--- src/rtl/mne_pkg.sv ---
// Package for the MIDI note event encoder.
// Holds the note command record, byte step codes and status constants.
// No dependencies.
package mne_pkg;

  // Field widths of one input item.
  localparam int unsigned PitchW    = 7;
  localparam int unsigned LengthW   = 14;
  localparam int unsigned ChannelW  = 4;
  localparam int unsigned VelocityW = 7;

  // Largest delta time that the pending delay holds.
  localparam logic [LengthW-1:0] DelayMax = 14'h3fff;

  // Upper nibbles of the note-on and note-off status bytes.
  localparam logic [3:0] StatusNoteOn  = 4'h9;
  localparam logic [3:0] StatusNoteOff = 4'h8;

  // Continuation bit of a variable-length quantity byte.
  localparam logic VlqMore = 1'b1;

  // Default depth of the command queue between front and back.
  localparam int unsigned QueueDepthDefault = 2;

  // One note as the back end needs it.
  typedef struct packed {
    logic [LengthW-1:0]   delay;
    logic [PitchW-1:0]    pitch;
    logic [LengthW-1:0]   length;
    logic [ChannelW-1:0]  channel;
    logic [VelocityW-1:0] velocity;
  } note_cmd_t;

  // Byte positions within the event stream of one note.
  typedef enum logic [3:0] {
    STEP_DLY_HI,
    STEP_DLY_LO,
    STEP_ON_STATUS,
    STEP_ON_PITCH,
    STEP_ON_VEL,
    STEP_LEN_HI,
    STEP_LEN_LO,
    STEP_OFF_STATUS,
    STEP_OFF_PITCH,
    STEP_OFF_VEL
  } step_t;

  // Queue occupancy flags seen by the front and back ends.
  typedef struct packed {
    logic full;
    logic empty;
  } queue_status_t;

  // High byte of a two-byte quantity.
  function automatic logic [7:0] vlq_hi(input logic [LengthW-1:0] v);
    vlq_hi = {VlqMore, v[LengthW-1:7]};
  endfunction

  // Final byte of a quantity; equals the whole value when it is below 128.
  function automatic logic [7:0] vlq_lo(input logic [LengthW-1:0] v);
    vlq_lo = {1'b0, v[6:0]};
  endfunction

  // True when a quantity needs two bytes.
  function automatic logic vlq_long(input logic [LengthW-1:0] v);
    vlq_long = |v[LengthW-1:7];
  endfunction

endpackage

--- src/rtl/midi_note_event_encoder.sv ---
// MIDI note event encoder, top level.
// Channels: the input channel (in_valid/in_ready) takes one item with
// rest, pitch, length, channel and velocity. A rest only adds its length
// to the pending delta time, saturating at 16383, and yields no bytes.
// A note yields 8 to 10 bytes on the output channel (out_valid/out_ready):
// delta time as a one- or two-byte quantity, note-on, note length as a
// one- or two-byte quantity, note-off; last marks the final byte.
// The first byte of a note is valid once the accepted item has passed the
// queue and the output register. The serializer gives one byte per cycle
// while the receiver takes each byte, so notes follow with no gap; a rest
// yields no bytes. The byte-wide output channel sets this rate.
// A command queue of QueueDepth notes lets the front keep accepting while
// the serializer works; when the receiver stalls, the byte holds and the
// queue fills, after which notes wait while rests are still taken.
// Reset (rst, synchronous) clears the pending delay, the queue and the
// output valid.
// Depends on mne_pkg, mne_front, mne_queue and mne_back.
module midi_note_event_encoder #(
  parameter int unsigned QueueDepth = mne_pkg::QueueDepthDefault
) (
  input  logic                           clk,
  input  logic                           rst,
  input  logic                           in_valid,
  output logic                           in_ready,
  input  logic                           rest,
  input  logic [mne_pkg::PitchW-1:0]     pitch,
  input  logic [mne_pkg::LengthW-1:0]    length,
  input  logic [mne_pkg::ChannelW-1:0]   channel,
  input  logic [mne_pkg::VelocityW-1:0]  velocity,
  output logic                           out_valid,
  input  logic                           out_ready,
  output logic [7:0]                     out_byte,
  output logic                           last
);

  mne_pkg::queue_status_t q_status;
  mne_pkg::note_cmd_t     push_cmd;
  mne_pkg::note_cmd_t     head;
  logic                   push;
  logic                   pop;

  // Accept and classify items.
  mne_front u_front (
    .clk      (clk),
    .rst      (rst),
    .in_valid (in_valid),
    .in_ready (in_ready),
    .rest     (rest),
    .pitch    (pitch),
    .length   (length),
    .channel  (channel),
    .velocity (velocity),
    .q_status (q_status),
    .push     (push),
    .push_cmd (push_cmd)
  );

  // Queue of pending notes.
  mne_queue #(
    .Depth (QueueDepth)
  ) u_queue (
    .clk      (clk),
    .rst      (rst),
    .push     (push),
    .push_cmd (push_cmd),
    .pop      (pop),
    .head     (head),
    .status   (q_status)
  );

  // Serialize notes into event bytes.
  mne_back u_back (
    .clk       (clk),
    .rst       (rst),
    .head      (head),
    .q_status  (q_status),
    .pop       (pop),
    .out_valid (out_valid),
    .out_ready (out_ready),
    .out_byte  (out_byte),
    .last      (last)
  );

endmodule

--- src/rtl/mne_front.sv ---
// Front end of the MIDI note event encoder.
// Accepts items, folds rests into the pending delay and queues notes.
// Depends on mne_pkg.
module mne_front (
  input  logic                           clk,
  input  logic                           rst,
  input  logic                           in_valid,
  output logic                           in_ready,
  input  logic                           rest,
  input  logic [mne_pkg::PitchW-1:0]     pitch,
  input  logic [mne_pkg::LengthW-1:0]    length,
  input  logic [mne_pkg::ChannelW-1:0]   channel,
  input  logic [mne_pkg::VelocityW-1:0]  velocity,
  input  mne_pkg::queue_status_t         q_status,
  output logic                           push,
  output mne_pkg::note_cmd_t             push_cmd
);

  logic [mne_pkg::LengthW-1:0] pending_delay;
  logic [mne_pkg::LengthW-1:0] pending_delay_next;
  logic [mne_pkg::LengthW:0]   delay_sum;
  logic                        accept;

  // A rest never needs queue space; a note waits for a free slot.
  assign in_ready = rest | ~q_status.full;
  assign accept   = in_valid & in_ready;
  assign push     = accept & ~rest;

  // Build the queued command from the item and the pending delay.
  always_comb begin
    push_cmd.delay    = pending_delay;
    push_cmd.pitch    = pitch;
    push_cmd.length   = length;
    push_cmd.channel  = channel;
    push_cmd.velocity = velocity;
  end

  // Saturating accumulation of rests; a note clears the delay.
  always_comb begin
    delay_sum          = {1'b0, pending_delay} + {1'b0, length};
    pending_delay_next = pending_delay;
    if (accept) begin
      if (rest) begin
        if (delay_sum > {1'b0, mne_pkg::DelayMax}) begin
          pending_delay_next = mne_pkg::DelayMax;
        end else begin
          pending_delay_next = delay_sum[mne_pkg::LengthW-1:0];
        end
      end else begin
        pending_delay_next = '0;
      end
    end
  end

  always_ff @(posedge clk) begin
    if (rst) begin
      pending_delay <= '0;
    end else begin
      pending_delay <= pending_delay_next;
    end
  end

endmodule

--- src/rtl/mne_queue.sv ---
// Command queue between the front and back ends of the note encoder.
// A small register FIFO of note commands. Depends on mne_pkg.
module mne_queue #(
  parameter int unsigned Depth = mne_pkg::QueueDepthDefault
) (
  input  logic                   clk,
  input  logic                   rst,
  input  logic                   push,
  input  mne_pkg::note_cmd_t     push_cmd,
  input  logic                   pop,
  output mne_pkg::note_cmd_t     head,
  output mne_pkg::queue_status_t status
);

  localparam int unsigned PtrW = (Depth > 1) ? $clog2(Depth) : 1;
  localparam int unsigned CntW = $clog2(Depth + 1);
  localparam logic [PtrW-1:0] LastPtr = PtrW'(Depth - 1);
  localparam logic [CntW-1:0] FullCnt = CntW'(Depth);

  mne_pkg::note_cmd_t entries [Depth];
  logic [PtrW-1:0] wr_ptr;
  logic [PtrW-1:0] rd_ptr;
  logic [CntW-1:0] count;

  assign status.full  = (count == FullCnt);
  assign status.empty = (count == '0);
  assign head         = entries[rd_ptr];

  // Storage needs no reset; the count guards every read.
  always_ff @(posedge clk) begin
    if (push) begin
      entries[wr_ptr] <= push_cmd;
    end
  end

  // Pointers and occupancy.
  always_ff @(posedge clk) begin
    if (rst) begin
      wr_ptr <= '0;
      rd_ptr <= '0;
      count  <= '0;
    end else begin
      if (push) begin
        wr_ptr <= (wr_ptr == LastPtr) ? '0 : wr_ptr + 1'b1;
      end
      if (pop) begin
        rd_ptr <= (rd_ptr == LastPtr) ? '0 : rd_ptr + 1'b1;
      end
      if (push && !pop) begin
        count <= count + 1'b1;
      end else if (pop && !push) begin
        count <= count - 1'b1;
      end
    end
  end

endmodule

--- src/rtl/mne_back.sv ---
// Back end of the MIDI note event encoder.
// Serializes the queued note at the head into event bytes through an
// output register. Depends on mne_pkg.
module mne_back (
  input  logic                   clk,
  input  logic                   rst,
  input  mne_pkg::note_cmd_t     head,
  input  mne_pkg::queue_status_t q_status,
  output logic                   pop,
  output logic                   out_valid,
  input  logic                   out_ready,
  output logic [7:0]             out_byte,
  output logic                   last
);

  mne_pkg::step_t step;
  mne_pkg::step_t step_next;
  logic [7:0]     byte_next;
  logic           last_next;
  logic           load;

  // Load a new byte whenever a note is queued and the output register is free or being taken.
  assign load = ~q_status.empty & (~out_valid | out_ready);
  assign pop  = load & last_next;

  // Byte for the current step; short quantities skip their high byte.
  always_comb begin
    byte_next = '0;
    last_next = 1'b0;
    step_next = step;
    case (step)
      mne_pkg::STEP_DLY_HI: begin
        if (mne_pkg::vlq_long(head.delay)) begin
          byte_next = mne_pkg::vlq_hi(head.delay);
          step_next = mne_pkg::STEP_DLY_LO;
        end else begin
          byte_next = mne_pkg::vlq_lo(head.delay);
          step_next = mne_pkg::STEP_ON_STATUS;
        end
      end
      mne_pkg::STEP_DLY_LO: begin
        byte_next = mne_pkg::vlq_lo(head.delay);
        step_next = mne_pkg::STEP_ON_STATUS;
      end
      mne_pkg::STEP_ON_STATUS: begin
        byte_next = {mne_pkg::StatusNoteOn, head.channel};
        step_next = mne_pkg::STEP_ON_PITCH;
      end
      mne_pkg::STEP_ON_PITCH: begin
        byte_next = {1'b0, head.pitch};
        step_next = mne_pkg::STEP_ON_VEL;
      end
      mne_pkg::STEP_ON_VEL: begin
        byte_next = {1'b0, head.velocity};
        step_next = mne_pkg::STEP_LEN_HI;
      end
      mne_pkg::STEP_LEN_HI: begin
        if (mne_pkg::vlq_long(head.length)) begin
          byte_next = mne_pkg::vlq_hi(head.length);
          step_next = mne_pkg::STEP_LEN_LO;
        end else begin
          byte_next = mne_pkg::vlq_lo(head.length);
          step_next = mne_pkg::STEP_OFF_STATUS;
        end
      end
      mne_pkg::STEP_LEN_LO: begin
        byte_next = mne_pkg::vlq_lo(head.length);
        step_next = mne_pkg::STEP_OFF_STATUS;
      end
      mne_pkg::STEP_OFF_STATUS: begin
        byte_next = {mne_pkg::StatusNoteOff, head.channel};
        step_next = mne_pkg::STEP_OFF_PITCH;
      end
      mne_pkg::STEP_OFF_PITCH: begin
        byte_next = {1'b0, head.pitch};
        step_next = mne_pkg::STEP_OFF_VEL;
      end
      mne_pkg::STEP_OFF_VEL: begin
        byte_next = {1'b0, head.velocity};
        last_next = 1'b1;
        step_next = mne_pkg::STEP_DLY_HI;
      end
      default: begin
        step_next = mne_pkg::STEP_DLY_HI;
      end
    endcase
  end

  // Step register advances only when a byte is loaded.
  always_ff @(posedge clk) begin
    if (rst) begin
      step      <= mne_pkg::STEP_DLY_HI;
      out_valid <= 1'b0;
    end else begin
      if (load) begin
        step      <= step_next;
        out_valid <= 1'b1;
      end else if (out_ready) begin
        out_valid <= 1'b0;
      end
    end
  end

  // Output payload register.
  always_ff @(posedge clk) begin
    if (load) begin
      out_byte <= byte_next;
      last     <= last_next;
    end
  end

endmodule
--- config.mk ---
export PLATFORM = sky130hd
export DESIGN_NAME = midi_note_event_encoder
export DESIGN_NICKNAME = d
export VERILOG_FILES = /design/src/rtl/mne_pkg.sv /design/src/rtl/midi_note_event_encoder.sv /design/src/rtl/mne_front.sv /design/src/rtl/mne_queue.sv /design/src/rtl/mne_back.sv
export SDC_FILE = /design/constraint.sdc
export NUM_CORES = 1
export LEC_CHECK = 0
export ABC_CLOCK_PERIOD_IN_PS = 13600
export BUFFER_PORTS_ARGS = -buffer_cell sky130_fd_sc_hd__buf_2
export CORE_ASPECT_RATIO = 2
export CORE_MARGIN = 2
export CORE_UTILIZATION = 35
export CTS_CLUSTER_DIAMETER = 40
export DETAILED_ROUTE_END_ITERATION = 8
export PLACE_DENSITY = 0.48
export SKIP_LAST_GASP = 1
export SYNTH_ARGS = -nofsm -noshare
export SYNTH_HDL_FRONTEND = slang
export SYNTH_SLANG_ARGS = --single-unit
--- constraint.sdc ---
create_clock -name clk -period 13.6 [get_ports clk]
set_clock_uncertainty 0.1 [all_clocks]
set_input_delay 1.36 -clock clk [delete_from_list [all_inputs] [get_ports clk]]
set_output_delay 1.36 -clock clk [all_outputs]
set_load 0.02 [all_outputs]
[Word level (Yosys, flattened, before mapping)]
Memory sizes are Yosys's and may differ from the RTL's. A register that Yosys moved wholly into a read port is not among the register bits.
Index checks and enable logic that the tools add are counted.
Operators by class
  add/subtract/negate cells: 5
  multiply operators: 0
  div/mod/pow operators: 0
  magnitude comparators: 1
  equality and inequality tests: 10
  shift-type cells: 0
  multiplexer cells: 19
  bitwise logic cells: 10
  reductions and logical operators: 12
Operators by type and width (count)
  one-hot mux 8 bit (8 select lines): 1
  one-hot mux 4 bit (9 select lines): 1
  2-to-1 mux 14 bit: 2
  == test 4 x 3 -> 1 bit, second input constant: 4
  2-to-1 mux 8 bit: 2
  adder 14 x 14 -> 15 bit: 1
  > comparator 15 x 14 -> 1 bit, second input constant: 1
  OR reduction 7 bit: 2
  2-to-1 mux 1 bit: 10
  == test 4 x 2 -> 1 bit, second input constant: 2
  == test 4 bit, second input constant: 2
  2-to-1 mux 2 bit: 3
  AND 1 bit: 4
  == test 4 x 1 -> 1 bit, second input constant: 1
  logical NOT 4 bit: 1
  inverter 1 bit: 4
  nonzero test 2 bit: 2
  OR reduction 2 bit: 2
  adder 1 bit, second input constant: 2
  adder 2 x 1 -> 2 bit, second input constant: 1
  == test 2 bit, second input constant: 1
  logical AND 1 bit: 2
  logical NOT 1 bit: 2
  logical NOT 2 bit: 1
  2 further kinds: 3
Storage, ports and cells
  bits in registers: 32
  bits in latches: 0
  RAM bits: 92
  memory bits (read-only): 0
  bits of input ports: 37
  logic and storage cells: 66
  memories: 1
Memories
  u_queue.entries: depth 2, bits a word 46, read ports 1, clocked after memory_dff 1, wr ports 1, line mne_queue.sv:20  | mne_pkg::note_cmd_t entries [Depth];

[Logic depth before layout (Yosys ltp)]
Gate-level depths: netlist (run 1).
  depth in word-level cells: 9
  depth in mapped cells: 10
  gate-level depth less buffers: 9

[Hierarchy]
From an unflattened synthesis (run 1), not the netlist that was laid out.
Unflattened totals
  cells, all modules: 514
  area, all modules: 6387.4 um^2
By module, submodules not included
  mne_queue: times used 1, cells each 165, area an instance 3538.4 um^2, seq. area each 2862.7 um^2
  mne_front: times used 1, cells each 186, area an instance 1482.7 um^2, seq. area each 280.3 um^2
  mne_back: times used 1, cells each 163, area an instance 1366.3 um^2, seq. area each 370.4 um^2

[Worst setup path after synthesis (run 1)]
Ideal clock, no wire load.
  kind: input to register
  start: input rest
  end: memory u_queue.entries[0][0] (netlist bit), enable pin
  library setup time: 506 ps
  data arrival time: 4836 ps
  required time: 12994 ps
  slack: 8158 ps
  stages: 3
  cells stage by stage: or3b_1 > nand2_1 > nor3_1
Between the ends
  cells in the longest elaborated chain, start to end: 5
  elaborated cells on any way between the ends: 6
Ends and longest elaborated chain
  start, declared: line midi_note_event_encoder.sv:25  | input logic rest,
  bitwise OR 1 bit: line mne_front.sv:25  | assign in_ready = rest | ~q_status.full;
  AND 1 bit: line mne_front.sv:26  | assign accept = in_valid & in_ready;
  AND 1 bit (*): line mne_front.sv:27  | assign push = accept & ~rest;
  2-to-1 mux 1 bit (*): line mne_queue.sv:31  | if (push) begin
  2-to-1 mux 1 bit (not written as such) (*): line mne_queue.sv:32  | entries[wr_ptr] <= push_cmd;
  end, declared: line mne_queue.sv:20
Mark *: on every way between the ends. The rest lies on a longest branch, timed or not.

[Final worst setup path (run 1)]
  start: input length[0] (netlist bit)
  end: register u_front.pending_delay[4] (netlist bit)
Between the ends
  cells in the longest elaborated chain, start to end: 4
Ends and longest elaborated chain
  start, declared: line midi_note_event_encoder.sv:27  | input logic [mne_pkg::LengthW-1:0] length,
  adder 14 x 14 -> 15 bit (*): line mne_front.sv:40  | delay_sum = {1'b0, pending_delay} + {1'b0, length};
  > comparator 15 x 14 -> 1 bit: line mne_front.sv:44  | if (delay_sum > {1'b0, mne_pkg::DelayMax}) begin
  2-to-1 mux 14 bit (*): line mne_front.sv:44
  2-to-1 mux 14 bit (*): line mne_front.sv:43  | if (rest) begin
  end signal, assigned: line mne_front.sv:59  | pending_delay <= pending_delay_next;
  end, declared: line mne_front.sv:19  | logic [mne_pkg::LengthW-1:0] pending_delay;
Marks and branches as above.
A chain may end at the register's enable or synchronous reset.

==> impl_metrics.csv, run 1 <==
group,metric,value,unit
place,dp_hpwl,9.57,mm
clock_tree,cts_tree,"built",
worst_setup_path,critPathLaunch,"length[0]",
global_routing,grt_pass1_wl,21.0,mm
sta,final.setup.worst_slack,10.01,ns
floorplanning,die_h,185,µm
final_layout,layout-drive-gt1-share,0.206,
global_routing,antenna_found_initial,0,
worst_setup_path,reg2reg_depth,7,
final_layout,utilization,0.422,
detailed_routing,vias_per_cell,5.22,
yosys,yosysSeqAreaShare,0.616,
place,placed_cells,681,
clock_tree,cts_sinks,125,
sta,drv_slew,0,
yosys,synth_area,5710,µm²
clock_tree,clockBufferDepth,2,
detailed_routing,drt_iter0_drc,224,
detailed_routing,postRouteAntennaNets,0,
floorplanning,ios,48,
clock_tree,htreeDepth,4,
worst_setup_path,rrSetupSlack,10.35,ns
place,gp_congestion,0.798,
status,status,"completed",
sta,tightestPinTransition,1.01,ns
worst_setup_path,crit_type,"in2reg",
yosys,synth-edff-count,101,
min_path,hold_path_class,"reg2reg",
global_routing,grt_pass1_vias,3696,
yosys,synthFlopType,"edfxtp_1",
worst_setup_path,crit_arrival,3.83,ns
final_layout,syn_to_final_growth,19.1,%
global_routing,grt_overflow,0,
clock_tree,worstSkewPairLatency,0.42,ns
power_and_ir_drop,p_leak,2.46,nW
detailed_routing,drcViolationCount,0,
power_and_ir_drop,fin_total_pwr,1.03,mW
detailed_routing,wl_per_cell,18.9,µm
detailed_routing,routed_wl,13.5,mm
floorplanning,dieWidth,94.3,µm
sta,period_share,0.264,
sta,relSlewSlack,0.328,
power_and_ir_drop,power_density,151,nW/µm²
yosys,yosys.cell_types.count,65,
place,place_ws,9.57,ns
worst_setup_path,cp_data_required_time,13.84,ns
sta,rsz0062_at_grt,"no",
floorplanning,die-area,17400,µm²
worst_setup_path,critPathCapture,"u_front.pending_delay[4]",
clock_tree,cts_root_buffer,"clkbuf_16",
worst_setup_path,r2r-end,"u_back.out_byte[3]",
clock_tree,numCtsBuffers,17,
yosys,ys_seq_elements,125,
worst_setup_path,end_kind,"flip-flop",
sta,setup_viol,0,
yosys,postSynthAreaPerCell,12.9,µm²
detailed_routing,num_vias,3723,
clock_tree,postCtsHoldBufs,0,
clock_tree,clkSlewWorstSetupHoldPaths,0.06,ns
floorplanning,core_area,16100,µm²
floorplanning,start_util,0.354,
place,place_area,6160,µm²
sta,finalHoldViolCount,0,
final_layout,fin_nets,549,
worst_setup_path,start_kind,"input pin",
final_layout,n_antenna_cell,0,
sta,fin_crit,3.59,ns
place,port_buffers,47,
sta,finalSetupTns,0,ns
final_layout,fin_cells,713,
worst_setup_path,path_max_fanout,12,
power_and_ir_drop,peakVddDrop,0.0922,mV
yosys,synth_cells,443,
final_layout,design_area,6800,µm²
yosys,synth_nets,496,
global_routing,grt_max_degree,47,
yosys,synthArstFlopShare,0,
clock_tree,cts_resized,0,
run,max_cap_viol_count,0,
sta,max_freq,279,MHz
yosys,yosys_warnings,0,
detailed_routing,first_pass_iters,4,
floorplanning,num_rows,66,
global_routing,grtUsageTotal,0.165,
sta,hold_slack,0.389,ns
clock_tree,cts_setup_buffers,0,
==> layout make-up <==
class | instances | area, µm²
tap | 204 | 255
fill | 1566 | 9310
multi-input combinational | 291 | 2090
inverter | 10 | 37.5
sequential | 125 | 3510
timing repair buffer | 51 | 265
clock buffer | 17 | 425
clock inverter | 15 | 213
==> per-layer routing <==
metal,GRT usage,up-vias,wire (µm)
li1,-,1834,-
met1,0.196,1804,5620
met2,0.291,68,7220
met3,0.0294,17,397
met4,0.0678,0,267
met5,0,-,0
==> critical path, cell delays in order <==
cell and delay, ns:
buf_2 0.10, ha_1 0.19, inv_1 0.06, fa_1 0.40, nand2b_1 0.18, a21oi_1 0.23
o211ai_1 0.17, a21oi_1 0.83, nor3_1 0.15, o21ai_1 0.16
==> logic make-up (layout without fill, tap and decap cells) <==
family / after synthesis / in the layout / share of synthesized area
AOI/OAI and AO/OA: 121 / 121 / 0.147
DFF: 125 / 125 / 0.616
xor gates and xnor gates: 13 / 13 / 0.0200
buffers and inverters: 27 / 93 / 0.0195
adders and majority gates: 16 / 16 / 0.0364
muxes: 34 / 34 / 0.0629
and+or+nand+nor: 107 / 107 / 0.0987
==> worst min-delay path by stage <==
stage | startpoint | cells past startpoint | endpoint
after floorplan | u_front.pending_delay[0] | 0 | u_queue.entries[0][32]
after global placement | u_front.pending_delay[4] | 0 | u_queue.entries[0][36]
after detailed placement | u_front.pending_delay[6] | 0 | u_queue.entries[1][38]
after CTS | u_front.pending_delay[6] | 2 | u_front.pending_delay[6]
after global routing | u_front.pending_delay[5] | 0 | u_queue.entries[0][37]
final | u_front.pending_delay[6] | 2 | u_front.pending_delay[6]
==> where the power goes <==
group          switching, mW  total, mW  internal [mW]
registers             0.0131      0.449          0.436
logic                 0.0589     0.0962         0.0373
clock network          0.174      0.484          0.309
total                  0.246       1.03          0.783
==> registers in the layout, summed over array words and instances (netlist names), named ones only <==
name	count
u_front.pending_delay	14
u_back.out_valid	1
u_queue.count	2
u_queue.wr_ptr	1
u_back.last	1
u_queue.entries	92
u_back.step	4
u_queue.rd_ptr	1
u_back.out_byte	8
==> cell usage after synthesis, drive strengths merged (5+ instances only) <==
cell type	n	area [µm²]
ha	15	188
a21o	10	75.1
mux2i	19	190
nor3	17	85.1
inv	10	37.5
dfxtp	24	480
xor2	6	52.6
a21oi	29	149
nand2	32	120
clkbuf	13	48.8
a22oi	6	45.0
nor4	5	46.3
mux2	15	169
and3	5	31.3
nor2	18	67.6
a221o	7	70.1
xnor2	7	61.3
a211oi	6	45.0
o21ai	29	145
edfxtp	101	3030
nor3b	5	37.5
==> cell usage in the layout (no fill, tap or decap), drive strengths merged, types with 6 or more instances in the layout <==
cell / instances
mux2: 15
nor2: 18
o21ai: 29
mux2i: 19
a21o: 10
nand2: 32
clkbuf: 17
a221o: 7
a21oi: 29
inv: 13
xor2: 6
buf: 51
a211oi: 6
edfxtp: 101
dfxtp: 24
ha: 15
a22oi: 6
xnor2: 7
nor3: 17
Note: power is estimated with default switching activity, not from simulation.
==> run 2: changes to the inputs <==
--- a/config.mk
+++ b/config.mk
@@ -5,14 +5,14 @@
 export SDC_FILE = /design/constraint.sdc
 export NUM_CORES = 1
 export LEC_CHECK = 0
-export ABC_CLOCK_PERIOD_IN_PS = 13600
+export ABC_CLOCK_PERIOD_IN_PS = 3100
 export BUFFER_PORTS_ARGS = -buffer_cell sky130_fd_sc_hd__buf_2
 export CORE_ASPECT_RATIO = 2
 export CORE_MARGIN = 2
 export CORE_UTILIZATION = 35
 export CTS_CLUSTER_DIAMETER = 40
 export DETAILED_ROUTE_END_ITERATION = 8
-export PLACE_DENSITY = 0.48
+export PLACE_DENSITY = 0.5
 export SKIP_LAST_GASP = 1
 export SYNTH_ARGS = -nofsm -noshare
 export SYNTH_HDL_FRONTEND = slang
==> constraint.sdc (replaced) <==
create_clock -name clk -period 3.1 [get_ports clk]
set_clock_uncertainty 0.1 [all_clocks]
set_input_delay 0.31 -clock clk [delete_from_list [all_inputs] [get_ports clk]]
set_output_delay 0.31 -clock clk [all_outputs]
set_load 0.02 [all_outputs]
==> run 2 against run 1 <==
Effect of this change: total power grew to 4.3 times the previous value; flip-flop and latch count unchanged; setup slack worse by 9.4 ns; critical path type is now reg2reg; register-to-register slack got worse by 9.7 ns; highest routed layer unchanged; combinational power rose to 4.9 times the previous value; final cell count is 3.9% higher; critical path depth unchanged; first-iteration DRC count decreased by 0.89%.
==> impl_metrics.csv, run 2 (synthesized netlist as in run 1, its figures left out) <==
group,metric,value,unit
sta,fin_crit,2.46,ns
final_layout,top_register,"u_queue.entries",
global_routing,met2_usage,0.299,
clock_tree,htreeDepth,4,
status,status,"completed",
sta,tightestPinTransition,0.644,ns
worst_setup_path,slowest_delay,0.39,ns
worst_setup_path,cp_slowest_cell,"fa_1",
worst_setup_path,rrSetupSlack,0.64,ns
power_and_ir_drop,seq_power_share,0.448,
power_and_ir_drop,switching_share,0.237,
global_routing,grt-busiest-layer,"met2",
worst_setup_path,end_kind,"flip-flop",
clock_tree,numCtsBuffers,17,
detailed_routing,postRouteAntennaNets,0,
floorplanning,num_rows,66,
final_layout,most-common-layout-cells,"101 x edfxtp_1, 47 x buf_2, 32 x nand2_1, 28 x a21oi_1, 23 x dfxtp_1",
final_layout,multi_input_area,2090,µm²
place,dp_hpwl,10.2,mm
worst_setup_path,critical_path_depth,10,
detailed_routing,routed_wl,14.0,mm
worst_setup_path,start_kind,"flip-flop",
global_routing,grt_pass1_vias,3851,
sta,max_freq,407,MHz
global_routing,met3_usage,0.0315,
detailed_routing,wl_per_cell,19.0,µm
power_and_ir_drop,fin_total_pwr,4.38,mW
global_routing,grt_max_degree,37,
sta,final.setup.worst_slack,0.641,ns
clock_tree,clockBufferDepth,2,
min_path,whs_path_depth,1,
sta,rsz0062_at_grt,"no",
sta,relSlewSlack,0.569,
global_routing,antenna_found_initial,0,
final_layout,regArea,3510,µm²
min_path,hold_path_class,"in2reg",
power_and_ir_drop,clock_power_share,0.445,
power_and_ir_drop,p_leak,2.57,nW
worst_setup_path,timing.rr.start,"u_front.pending_delay[0]",
sta,period_share,0.793,
power_and_ir_drop,p_comb_frac,0.107,
detailed_routing,vias_per_cell,5.17,
final_layout,fillers,1513,
worst_setup_path,cp_data_required_time,3.34,ns
sta,setup_viol,0,
power_and_ir_drop,power.switching,1.04,mW
sta,drv_slew,0,
floorplanning,die_h,185,µm
power_and_ir_drop,peakVddDrop,0.378,mV
global_routing,grtUsageTotal,0.174,
clock_tree,worstSkewPairLatency,0.41,ns
sta,hold_slack,0.0232,ns
worst_setup_path,cp.buffers_inverters,2,
worst_setup_path,r2r-end,"u_front.pending_delay[3]",
floorplanning,die-area,17400,µm²
run,max_cap_viol_count,0,
clock_tree,cts_root_buffer,"clkbuf_16",
final_layout,fin_nets,577,
floorplanning,core_area,16100,µm²
detailed_routing,drt_iter0_drc,222,
clock_tree,cts_sinks,125,
sta,finalHoldViolCount,0,
final_layout,design_area,7040,µm²
detailed_routing,first_pass_iters,7,
worst_setup_path,crit_top_cell,"a21oi_1",
clock_tree,cts_resized,0,
place,place_area,6270,µm²
floorplanning,start_util,0.354,
final_layout,layout-drive-gt1-share,0.210,
worst_setup_path,critPathCapture,"u_front.pending_delay[3]",
final_layout,n_antenna_cell,0,
global_routing,grt_pass1_wl,21.9,mm
final_layout,largest_reg_flops,92,
place,gp_congestion,0.785,
global_routing,grt_util_met1,0.204,
worst_setup_path,cp_cell_sequence,"ha_1 -> inv_1 -> fa_1 -> nand2b_1 -> a21oi_1 -> o211ai_1 -> a21oi_1 -> buf_4 -> nor3_1 -> o21ai_1",
worst_setup_path,critPathTopFamily,"compound AO/OA/AOI/OAI gates",
global_routing,grt_overflow,0,
worst_setup_path,crit_type,"reg2reg",
clock_tree,clkSlewWorstSetupHoldPaths,0.06,ns
worst_setup_path,crit_arrival,2.70,ns
power_and_ir_drop,power_density,622,nW/µm²
final_layout,syn_to_final_growth,23.4,%
detailed_routing,num_vias,3833,
place,place_ws,0.603,ns
worst_setup_path,path_max_fanout,12,
detailed_routing,drcViolationCount,0,
floorplanning,dieWidth,94.3,µm
sta,finalSetupTns,0,ns
power_and_ir_drop,internal_power,3.34,mW
place,port_buffers,47,
min_path,worstHoldStart,"length[4]",
floorplanning,ios,48,
worst_setup_path,reg2reg_depth,10,
final_layout,final_common_cell,"edfxtp_1",
final_layout,top_regs,"u_queue.entries: 92 flops, u_front.pending_delay: 14 flops, u_back.out_byte: 8 flops",
worst_setup_path,critPathLaunch,"u_front.pending_delay[0]",
clock_tree,cts_tree,"built",
clock_tree,cts_setup_buffers,0,
run 2: per-stage QoR:
step,utilization,std cells
final,0.437,741
after global routing,0.437,741
after CTS,0.437,741
after detailed placement,0.389,691
after global placement,0.389,691
after floorplan,-,443
run 2: worst min path at each step:
stage and end:
5_1_grt u_queue.entries[1][15], 6_report u_queue.entries[0][15], 3_3_place_gp u_front.pending_delay[4], 3_5_place_dp u_front.pending_delay[6]
4_1_cts u_queue.entries[1][11], 2_1_floorplan u_queue.entries[0][0]
run 2: metal layers:
| layer | up-vias | part of all wire |
|---|---|---|
| met1 | 1840 | 0.41 |
| met4 | 0 | 0.031 |
| met2 | 88 | 0.52 |
| met5 | - | 0 |
| met3 | 20 | 0.034 |
| li1 | 1885 | - |
run 2: power by group through the flow:
| stage | sequential, mW | clock [mW] | combinational [mW] |
|---|---|---|---|
| finish | 1.96 | 1.95 | 0.468 |
| global route | 1.97 | 2.07 | 0.522 |
| CTS | 1.96 | 1.99 | 0.473 |
| detailed placement | 2.00 | 0 | 0.453 |
| global placement | 2.00 | 0 | 0.453 |
| floorplan | 2.00 | 0 | 0.277 |
run 2: area by class of cell:
cell class / instances / share of cell area
inverter: 10 / 0.00533
clock inverter: 8 / 0.0114
multi-input combinational: 291 / 0.297
tap: 204 / 0.0363
sequential: 125 / 0.499
clock buffer: 24 / 0.0729
timing repair buffer: 79 / 0.0775
run 2: repair_timing:
item | 4_1_cts | 5_1_grt
hold buffers | 18 | 0
setup endpoints to repair | 0 | 0
endpoints found under the hold margin | 36 | 0
run 2: worst register-to-register path: cells and delay by family (launching register included):
kind / cells / cell delay (ns)
compound gates: 4 / 0.75
simple gates: 2 / 0.27
buf+inv: 2 / 0.28
flops: 1 / 0.38
fa+ha+maj: 2 / 0.61
==> run 3: changes to the inputs <==
--- a/config.mk
+++ b/config.mk
@@ -5,14 +5,14 @@
 export SDC_FILE = /design/constraint.sdc
 export NUM_CORES = 1
 export LEC_CHECK = 0
-export ABC_CLOCK_PERIOD_IN_PS = 3100
+export ABC_CLOCK_PERIOD_IN_PS = 2350
 export BUFFER_PORTS_ARGS = -buffer_cell sky130_fd_sc_hd__buf_2
 export CORE_ASPECT_RATIO = 2
 export CORE_MARGIN = 2
 export CORE_UTILIZATION = 35
 export CTS_CLUSTER_DIAMETER = 40
 export DETAILED_ROUTE_END_ITERATION = 8
-export PLACE_DENSITY = 0.5
+export PLACE_DENSITY = 0.48
 export SKIP_LAST_GASP = 1
 export SYNTH_ARGS = -nofsm -noshare
 export SYNTH_HDL_FRONTEND = slang
==> constraint.sdc (replaced) <==
create_clock -name clk -period 2.35 [get_ports clk]
set_clock_uncertainty 0.1 [all_clocks]
set_input_delay 0.235 -clock clk [delete_from_list [all_inputs] [get_ports clk]]
set_output_delay 0.235 -clock clk [all_outputs]
set_load 0.02 [all_outputs]
==> run 3 against run 2 <==
Effect of this change: non-clock buffer count rose by 32; largest power group is now the clock network; die area is the same; final cell count increased by 4.3%; sequential share of layout area is 2.9 points lower.
==> impl_metrics.csv, run 3 (synthesized netlist as in run 1, its figures left out) <==
group,metric,value,unit
status,status,"completed",
place,dp_hpwl,9.85,mm
power_and_ir_drop,seq_power_share,0.426,
sta,final.setup.worst_slack,0.0966,ns
place,gp_congestion,0.816,
run,max_cap_viol_count,0,
global_routing,antenna_found_initial,0,
power_and_ir_drop,fin_total_pwr,6.06,mW
clock_tree,cts_tree,"built",
global_routing,grt_overflow,0,
sta,rsz0062_at_grt,"yes",
clock_tree,cts_sinks,125,
global_routing,grtUsageTotal,0.167,
worst_setup_path,path_max_fanout,5,
final_layout,largest_reg_flops,92,
power_and_ir_drop,switching_share,0.232,
sta,setup_viol,0,
detailed_routing,first_pass_iters,5,
sta,tightestPinTransition,0.542,ns
min_path,whs_path_depth,3,
detailed_routing,postRouteAntennaNets,0,
place,placed_cells,709,
sta,drv_slew,0,
floorplanning,ios,48,
final_layout,utilization,0.464,
power_and_ir_drop,internal_power,4.66,mW
power_and_ir_drop,power.switching,1.40,mW
worst_setup_path,rrSetupSlack,0.14,ns
worst_setup_path,timing.rr.start,"u_queue.entries[1][42]",
floorplanning,dieWidth,94.3,µm
power_and_ir_drop,clock_power_share,0.461,
sta,fin_crit,2.25,ns
final_layout,top_regs,"u_queue.entries: 92 flops, u_front.pending_delay: 14 flops, u_back.out_byte: 8 flops",
clock_tree,worstSkewPairLatency,0.41,ns
place,port_buffers,47,
final_layout,top_register,"u_queue.entries",
global_routing,grt_pass1_vias,4013,
power_and_ir_drop,power_density,812,nW/µm²
final_layout,layout-drive-gt1-share,0.257,
clock_tree,cts_root_buffer,"clkbuf_16",
detailed_routing,routed_wl,13.8,mm
global_routing,grt_pass1_wl,21.5,mm
floorplanning,die-area,17400,µm²
detailed_routing,num_vias,3961,
worst_setup_path,end_kind,"flip-flop",
power_and_ir_drop,p_leak,2.75,nW
floorplanning,die_h,185,µm
final_layout,n_antenna_cell,0,
final_layout,fin_cells,773,
detailed_routing,vias_per_cell,5.12,
clock_tree,numCtsBuffers,17,
min_path,worstHoldStart,"out_ready",
worst_setup_path,crit_type,"in2reg",
final_layout,most-common-layout-cells,"101 x edfxtp_1, 47 x buf_2, 32 x dlygate4sd3_1, 31 x nand2_1, 28 x buf_4",
power_and_ir_drop,peakVddDrop,0.544,mV
floorplanning,start_util,0.354,
final_layout,final_common_cell,"edfxtp_1",
floorplanning,num_rows,66,
power_and_ir_drop,p_comb_frac,0.112,
min_path,hold_path_class,"in2reg",
global_routing,grt_max_degree,47,
floorplanning,core_area,16100,µm²
worst_setup_path,start_kind,"input pin",
final_layout,fin_nets,609,
worst_setup_path,reg2reg_depth,8,
sta,period_share,0.959,
detailed_routing,wl_per_cell,17.9,µm
clock_tree,clockBufferDepth,2,
sta,finalHoldViolCount,0,
sta,hold_slack,0.0313,ns
sta,max_freq,444,MHz
worst_setup_path,r2r-end,"u_back.out_byte[0]",
final_layout,syn_to_final_growth,30.9,%
worst_setup_path,crit_arrival,2.44,ns
clock_tree,htreeDepth,4,
clock_tree,clkSlewWorstSetupHoldPaths,0.06,ns
place,place_ws,0.0214,ns
detailed_routing,drcViolationCount,0,
min_path,holdPathEnd,"u_back.out_valid",
sta,relSlewSlack,0.637,
detailed_routing,drt_iter0_drc,226,
worst_setup_path,cp_data_required_time,2.54,ns
==> run 3: how the worst max path moves through the flow <==
| stage | endpoint | depth (start not counted) | from |
|---|---|---|---|
| final | u_front.pending_delay[8] | 8 | length[5] |
| after global routing | u_front.pending_delay[11] | 9 | length[2] |
| after CTS | u_front.pending_delay[11] | 9 | length[2] |
| after detailed placement | u_front.pending_delay[5] | 11 | length[0] |
| after global placement | u_front.pending_delay[10] | 9 | length[9] |
| after floorplan | u_queue.entries[0][0] | 3 | u_queue.count[1] |
==> run 3: power by group through the flow <==
stage	Clock, mW	Combinational (mW)	Sequential (mW)
floorplan	0	0.368	2.64
global placement	0	0.624	2.63
detailed placement	0	0.626	2.63
CTS	2.85	0.669	2.59
global route	2.93	0.751	2.60
finish	2.80	0.680	2.59
==> run 3: layer usage <==
layer | part of all wire | GRT usage | vias to the layer above
met1 | 0.43 | 0.201 | 1918
met3 | 0.034 | 0.0335 | 10
li1 | - | - | 1955
met5 | 0 | 0 | -
met4 | 0.017 | 0.0580 | 0
met2 | 0.52 | 0.293 | 78
==> run 3: critical path, stage by stage <==
cell	delay, ns
dlygate4sd3_1	0.53
buf_2	0.15
ha_1	0.37
a21o_1	0.22
or2_1	0.28
a311o_1	0.36
a211oi_1	0.23
o21ai_1	0.08
==> run 3: timing repair <==
item | in CTS | in global routing
setup endpoints to repair | 0 | 15
buffers inserted | 0 | 0
hold buffers | 32 | 0
hold endpoints to repair | 64 | 0
resized for setup | 0 | 15
==> run 3: layout make-up <==
class | instances | area [µm²]
inverter | 10 | 37.5
sequential | 125 | 3520
clock buffer | 19 | 453
multi-input combinational | 291 | 2170
clock inverter | 13 | 189
timing repair buffer | 111 | 846
fill | 1479 | 8630
tap | 204 | 255
==> run 3: per-stage QoR <==
step | cell area [µm²] | setup TNS (ns)
finish | 7470 | 0
floorplan | 5720 | 0
CTS | 7390 | 0
detailed placement | 6430 | 0
global route | 7470 | -0.0325
global placement | 6430 | 0
